**src/rtl/core/lkvc_pkg.sv**
```systemverilog
// Shared types and constants for the LRU key/value cache.
// Depends on nothing; imported by lru_key_value_cache.
package lkvc_pkg;

  localparam int ENTRIES = 16;
  localparam int IDX_W   = (ENTRIES > 1) ? $clog2(ENTRIES) : 1;
  localparam int CNT_W   = $clog2(ENTRIES + 1);
  localparam int RANK_W  = IDX_W;
  localparam int DATA_W  = 32;
  localparam int CAP_W   = 5;

  localparam logic [CAP_W-1:0]  CAP_RESET  = CAP_W'(16);
  localparam logic [DATA_W-1:0] MISS_VALUE = '1;

  localparam logic FUNC_GET = 1'b0;
  localparam logic FUNC_PUT = 1'b1;

  typedef struct packed {
    logic [DATA_W-1:0] key;
    logic [DATA_W-1:0] value;
    logic [RANK_W-1:0] rank;
  } entry_t;

endpackage

```
**src/rtl/core/lru_key_value_cache.sv**
```systemverilog
// Fully associative key/value cache with LRU replacement.
// Depends on lkvc_pkg (entry layout, widths, codes).
// Usage:
//   Input channel (in_valid/in_ready) takes one item: func (get/put), key, value.
//   Output channel (out_valid/out_ready) returns one item per input: found,
//   read_value, evicted, evicted_key. Config channel (cfg_valid/cfg_ready)
//   writes the capacity register; write it only while the block is idle.
// Timing:
//   Keys, values and recency ranks live in one memory with a registered read.
//   An item runs a scan over all entries (key match, oldest entry, first free
//   slot), a decision step, a rank update sweep over all entries and a load
//   of the output register; the next item is taken only after that load, so
//   one item is processed at a time. A get miss skips the sweep.
// Reset:
//   Valid bits and the entry count clear at once, capacity returns to 16;
//   memory contents are not cleared and no clearing pass is needed.
// Stalls:
//   A finished result waits in the output register; the next item is taken
//   meanwhile and completes up to the point where it needs that register.
module lru_key_value_cache (
  input  logic                          clk,
  input  logic                          rst,
  input  logic                          cfg_valid,
  output logic                          cfg_ready,
  input  logic [lkvc_pkg::CAP_W-1:0]    cfg_data,
  input  logic                          in_valid,
  output logic                          in_ready,
  input  logic                          func,
  input  logic signed [lkvc_pkg::DATA_W-1:0] key,
  input  logic signed [lkvc_pkg::DATA_W-1:0] value,
  output logic                          out_valid,
  input  logic                          out_ready,
  output logic                          found,
  output logic signed [lkvc_pkg::DATA_W-1:0] read_value,
  output logic                          evicted,
  output logic signed [lkvc_pkg::DATA_W-1:0] evicted_key
);
  import lkvc_pkg::*;

  typedef enum logic [2:0] {
    ST_IDLE,
    ST_SCAN,
    ST_DECIDE,
    ST_UPDATE,
    ST_DONE
  } state_t;

  state_t state;

  entry_t mem [ENTRIES];
  entry_t rd_data;
  entry_t wr_data;
  logic [IDX_W-1:0] mem_raddr;
  logic [IDX_W-1:0] mem_waddr;
  logic             mem_we;

  logic [CAP_W-1:0]   capacity;
  logic [ENTRIES-1:0] valid;
  logic [CNT_W-1:0]   count;
  logic [IDX_W:0]     cnt;
  logic [IDX_W-1:0]   j;
  logic [CNT_W-1:0]   cap_eff;

  // item being processed
  logic              func_r;
  logic [DATA_W-1:0] key_r;
  logic [DATA_W-1:0] value_r;

  // scan results
  logic              hit;
  logic [IDX_W-1:0]  hit_idx;
  logic [RANK_W-1:0] hit_rank;
  logic [DATA_W-1:0] hit_value;
  logic              have_old;
  logic [IDX_W-1:0]  old_idx;
  logic [RANK_W-1:0] old_rank;
  logic [DATA_W-1:0] old_key;
  logic              have_free;
  logic [IDX_W-1:0]  free_idx;

  // update sweep control and pending result
  logic              insert_mode;
  logic [IDX_W-1:0]  slot;
  logic [DATA_W-1:0] slot_value;
  logic              res_found;
  logic [DATA_W-1:0] res_value;
  logic              res_evicted;
  logic [DATA_W-1:0] res_key;

  assign cfg_ready = 1'b1;
  assign in_ready  = (state == ST_IDLE);

  always_comb begin
    j         = IDX_W'(cnt - 1'b1);
    mem_raddr = cnt[IDX_W-1:0];
    mem_waddr = j;
    wr_data   = rd_data;
    if (j == slot) begin
      wr_data.key   = key_r;
      wr_data.value = slot_value;
      wr_data.rank  = '0;
    end else if (insert_mode || (rd_data.rank < hit_rank)) begin
      // age every entry more recent than the touched one, or all on insert
      wr_data.rank = rd_data.rank + 1'b1;
    end
    mem_we = (state == ST_UPDATE) && (cnt != '0) && (valid[j] || (j == slot));

    if (capacity == '0) begin
      cap_eff = CNT_W'(1);
    end else if (int'(capacity) > ENTRIES) begin
      cap_eff = CNT_W'(ENTRIES);
    end else begin
      cap_eff = CNT_W'(capacity);
    end
  end

  always_ff @(posedge clk) begin
    if (mem_we) begin
      mem[mem_waddr] <= wr_data;
    end
    rd_data <= mem[mem_raddr];
  end

  always_ff @(posedge clk) begin
    if (rst) begin
      state     <= ST_IDLE;
      capacity  <= CAP_RESET;
      valid     <= '0;
      count     <= '0;
      out_valid <= 1'b0;
      cnt       <= '0;
    end else begin
      if (cfg_valid && cfg_ready) begin
        capacity <= cfg_data;
      end
      if (out_valid && out_ready && (state != ST_DONE)) begin
        out_valid <= 1'b0;
      end

      case (state)
        ST_IDLE: begin
          if (in_valid) begin
            func_r    <= func;
            key_r     <= key;
            value_r   <= value;
            hit       <= 1'b0;
            have_old  <= 1'b0;
            have_free <= 1'b0;
            cnt       <= '0;
            state     <= ST_SCAN;
          end
        end

        ST_SCAN: begin
          if (cnt != '0) begin
            if (valid[j] && (rd_data.key == key_r) && !hit) begin
              hit       <= 1'b1;
              hit_idx   <= j;
              hit_rank  <= rd_data.rank;
              hit_value <= rd_data.value;
            end
            if (valid[j] && (!have_old || (rd_data.rank > old_rank))) begin
              have_old <= 1'b1;
              old_idx  <= j;
              old_rank <= rd_data.rank;
              old_key  <= rd_data.key;
            end
            if (!valid[j] && !have_free) begin
              have_free <= 1'b1;
              free_idx  <= j;
            end
          end
          if (cnt == (IDX_W+1)'(ENTRIES)) begin
            state <= ST_DECIDE;
          end else begin
            cnt <= cnt + 1'b1;
          end
        end

        ST_DECIDE: begin
          cnt         <= '0;
          res_found   <= hit;
          res_evicted <= 1'b0;
          res_key     <= '0;
          insert_mode <= 1'b0;
          slot        <= hit_idx;
          if (func_r == FUNC_GET) begin
            res_value  <= hit ? hit_value : MISS_VALUE;
            slot_value <= hit_value;
            state      <= hit ? ST_UPDATE : ST_DONE;
          end else begin
            res_value  <= '0;
            slot_value <= value_r;
            state      <= ST_UPDATE;
            if (!hit) begin
              insert_mode <= 1'b1;
              if (count >= cap_eff) begin
                // evict oldest and reuse its slot; count stays the same
                res_evicted <= 1'b1;
                res_key     <= old_key;
                slot        <= old_idx;
              end else begin
                slot         <= free_idx;
                valid[free_idx] <= 1'b1;
                count        <= count + 1'b1;
              end
            end
          end
        end

        ST_UPDATE: begin
          if (cnt == (IDX_W+1)'(ENTRIES)) begin
            state <= ST_DONE;
          end else begin
            cnt <= cnt + 1'b1;
          end
        end

        ST_DONE: begin
          if (!out_valid || out_ready) begin
            out_valid   <= 1'b1;
            found       <= res_found;
            read_value  <= res_value;
            evicted     <= res_evicted;
            evicted_key <= res_key;
            state       <= ST_IDLE;
          end
        end

        default: begin
          state <= ST_IDLE;
        end
      endcase
    end
  end

`ifndef ASSERT_OFF
  a_count_bound: assert property (@(posedge clk) disable iff (rst)
    count <= CNT_W'(ENTRIES))
    else $error("entry count exceeds number of entries");

  a_count_matches_valid: assert property (@(posedge clk) disable iff (rst)
    (state == ST_IDLE) |-> ($countones(valid) == int'(count)))
    else $error("entry count disagrees with valid bits");

  a_no_evict_on_hit: assert property (@(posedge clk) disable iff (rst)
    out_valid |-> !(evicted && found))
    else $error("eviction reported on a hit");

  a_slot_valid_in_update: assert property (@(posedge clk) disable iff (rst)
    (state == ST_UPDATE) |-> valid[slot])
    else $error("update sweep targets an invalid slot");
`endif

endmodule

```
**config.mk**
```make
export PLATFORM = sky130hd
export DESIGN_NAME = lru_key_value_cache
export DESIGN_NICKNAME = d
export VERILOG_FILES = /design/src/rtl/core/lkvc_pkg.sv /design/src/rtl/core/lru_key_value_cache.sv
export SDC_FILE = /design/constraint.sdc
export NUM_CORES = 2
export LEC_CHECK = 0
export BUFFER_PORTS_ARGS = -buffer_cell sky130_fd_sc_hd__buf_2
export CORE_ASPECT_RATIO = 0.9
export CORE_MARGIN = 5
export CORE_UTILIZATION = 56
export CTS_BUF_LIST = sky130_fd_sc_hd__clkbuf_8
export DETAILED_ROUTE_END_ITERATION = 16
export PLACE_DENSITY = 0.75
export SKIP_LAST_GASP = 1
export SYNTH_ARGS = -nofsm -noshare
export SYNTH_HDL_FRONTEND = slang
export SYNTH_SLANG_ARGS = --single-unit
```
**constraint.sdc**
```tcl
create_clock -name clk -period 10.8 [get_ports clk]
set_input_delay 1.08 -clock clk [delete_from_list [all_inputs] [get_ports clk]]
set_output_delay 1.08 -clock clk [all_outputs]
set_load 0.05 [all_outputs]
```
==> reports/qor.yml <==
worst_setup_path:
  crit_slowest_cell: "dfxtp_4"
  critical_path_required_ps: 11280
  start_kind: "flop"
  path_common_cell: "buf_4"
  crit_type: "flop to flop"
  worstPathCellList: "inv_1 > ha_1 > xor2_2 > xnor2_1 > nand4_1 > buf_4 > nand2b_1 > nand2_1 > nor2_4 > buf_4 > buf_4"
  rrSetupSlack_ps: 5420
  crit_path_max_incr_delay_ps: 1060
  cp.arrival_ps: 5860
  end_kind: "flop"
  cp_top_family: "buffers and inverters"
  crit_buf_inv: 4
  cp_max_fo: 71
yosys:
  yosysUniqueCellTypes: 55
  yosys_register_bits: 1512
  yosys_warnings: 0
  synth.avg_cell_area_um2: 21.3
  dominantRegCellSynth: "edfxtp_1"
  synth_fp_nets: 2746
  async_flop_share_pct: 0
  synth-edff-count: 1409
  synth_cells: 2651
  yosysSeqAreaShare_pct: 78.7
  syn-cell-area_mm2: 0.0564
global_routing:
  gr-total-overflow: 0
  grt_pass1_vias: 27800
  grt_usage_pct: 22.4
  antenna_found_initial: 5
  grt_max_degree: 141
  grt_first_pass_wirelength_um: 178000
timing:
  clock.fmax_mhz: 186
  worst_slew_pin_slew_ps: 1230
  skew_ps: 42.4
  finalHoldWorstSlack_ps: 381
  setup_violations: 0
  post-route-min-period_ps: 5380
  fin_tns_setup_ps: 0
  final_min_period_over_clock_period_pct: 49.8
  drv_slew: 0
  fin_ws_ps: 5420
  slew-limit-headroom_pct: 17.9
  timing.final.hold_violations: 0
  grt_setup_unrepaired: "false"
cts:
  ctsHoldBuffers: 0
  htreeDepth: 4
  cts_tree: "yes"
  clk_pin_slew_ps: 70
  max-clock-path-buffers: 3
  cts_setup_buffers: 0
  clock_sinks: 1512
  cts_resized: 0
  cts_root_buffer: "clkbuf_8"
  numCtsBuffers: 218
  clock_latency_ps: 880
place:
  post-place-cells: 4054
  gp_congestion: 0.801
  hpwlAfterDp_um: 63500
  io_buffers: 142
  dp_slack_ps: 5460
routing:
  drc_errors: 0
  vias_per_cell: 5.99
  wire_per_inst_um: 26.6
  wirelength_um: 119000
  final_antenna_net_count: 0
  drt-initial-drc-count: 3064
  vias: 26800
  dr.pass1.iters: 7
pwr:
  pwr_density_cell_mw_per_mm2: 182
  ir_drop_mv: 0.110
  p_leak_nw: 20.6
die:
  row_count: 110
  start_util_pct: 56.4
  coreArea_mm2: 0.100
  chipWidth_um: 345
  ioPinCount: 144
  die_y_um: 311
  fp.dieArea_mm2: 0.107
final_layout:
  nFillCells: 6501
  multi_input_area_mm2: 0.0113
  fin_nets: 3025
  area_growth_pct: 11.6
  finish.utilization_pct: 62.9
  layout-drive-gt1-share_pct: 27.8
  seqCellArea_mm2: 0.0444
  final-instance-count-excl-fill: 4467
min_path:
  worstHoldPathType: "primary input to flop"
run_status:
  status: "finished clean"
job:
  cap_violations: 0
==> cells in the mapped netlist (2+ instances only) <==
cell type	instances	area share (%)
nand2b_1	10	0.11
or4_1	2	0.027
mux4_2	344	14
nand3b_1	2	0.027
nor4_1	10	0.11
edfxtp_1	1409	75
nand2_1	248	1.7
o31ai_1	3	0.040
and2_1	2	0.022
nor2_1	42	0.28
inv_1	48	0.32
xor2_1	33	0.51
nand4_1	7	0.078
ha_1	20	0.44
o21ai_0	36	0.32
o211ai_1	2	0.027
nor3b_1	4	0.053
mux2_2	2	0.040
nor2b_1	8	0.089
o21a_1	2	0.027
or2_2	2	0.022
inv_2	2	0.013
a211oi_1	3	0.040
xnor2_1	8	0.12
dfxtp_1	103	3.7
nor3_1	30	0.27
buf_1	14	0.093
buf_4	3	0.040
nand3_1	7	0.062
a21o_1	3	0.040
a21oi_1	48	0.43
buf_6	27	0.54
a22o_1	15	0.23
a31oi_1	2	0.022
mux2i_1	11	0.20
clkbuf_1	65	0.43
and3_1	35	0.39
buf_2	22	0.20
==> metrics by stage <==
step | area (um^2) | power (mW)
final | 63000 | 11.4
after global routing | 63000 | 11.8
after CTS | 63000 | 11.5
after detailed placement | 58600 | 7.16
after global placement | 58600 | 7.13
after floorplan | 56400 | 7.02
==> final cells by class <==
class	count	share of cell area, %
flip-flops and latches	1512	70.5
multi-input cells	958	17.9
clock buffers	253	5.53
well taps	1344	2.67
repair buffers	190	1.74
clock inverters	158	1.37
inverters	50	0.298
diodes	2	0.00795
==> kinds of logic after synthesis <==
logic type	count (synthesis)	synth area share, %
flip-flops	1512	78.7
AND/OR/NAND/NOR	416	3.29
multiplexers	358	14.0
buffers and inverters	181	1.63
AO/OA/AOI/OAI	120	1.26
XOR/XNOR	43	0.705
adder cells (fa/ha/maj)	20	0.444
other	1	0.00665
==> layout by cell type (no fill, tap or decap), types with 3 or more instances in the layout <==
| cell | instances |
|---|---|
| edfxtp_1 | 1409 |
| mux4_2 | 344 |
| clkbuf_8 | 253 |
| nand2_1 | 248 |
| buf_2 | 142 |
| inv_1 | 122 |
| dfxtp_1 | 99 |
| a21oi_1 | 48 |
| buf_4 | 46 |
| clkinv_1 | 43 |
| o21ai_0 | 36 |
| xor2_1 | 33 |
| and3_1 | 33 |
| nor2_1 | 28 |
| nor3_1 | 26 |
| clkinv_2 | 23 |
| ha_1 | 20 |
| a22o_1 | 15 |
| nor2_4 | 14 |
| mux2i_1 | 11 |
| nand2b_1 | 10 |
| nor4_1 | 10 |
| xnor2_1 | 8 |
| nand4_1 | 7 |
| nand3_1 | 7 |
| nor2b_1 | 6 |
| bufinv_16 | 6 |
| nor3_2 | 5 |
| inv_8 | 4 |
| dfxtp_4 | 4 |
| a21o_1 | 3 |
| o31ai_1 | 3 |
| nor3b_1 | 3 |
| a211oi_1 | 3 |
| clkinvlp_4 | 3 |
==> final timing paths <==
path | to | depth (start not counted) | from
hold / removal | key_r[21] | 1 | key[21]
setup / recovery | mem[6][47] | 11 | cnt[1]
hold reg to reg | evicted_key[3] | 0 | res_key[3]
setup reg to reg | mem[6][47] | 11 | cnt[1]
==> state kept, by name (all words and copies together), names as in the netlist, 3 cells and up <==
register     cells
capacity         5
cnt              5
count            5
evicted_key     32
free_idx         4
hit_idx          4
hit_rank         4
hit_value       32
key_r           32
mem           1088
old_idx          4
old_key         32
old_rank         4
rd_data         68
read_value      32
res_key         32
res_value       32
slot             4
slot_value      32
state            3
valid           16
value_r         32
==> report_power, final <==
part | total (mW) | leakage [nW] | internal [mW] | switching, mW
registers | 6.54 | 13.5 | 6.50 | 0.0426
clock network | 4.40 | 2.51 | 2.29 | 2.11
logic | 0.490 | 4.53 | 0.197 | 0.293
==> layer usage <==
layer / track usage (%) / vias up / wire length, um
met1: 32.9 / 14000 / 47800
met3: 4.79 / 156 / 11000
li1: - / 11300 / -
met2: 35.1 / 1309 / 57800
met5: 0 / - / 27
met4: 5.82 / 4 / 2030
(Power assumes the default switching activity.)
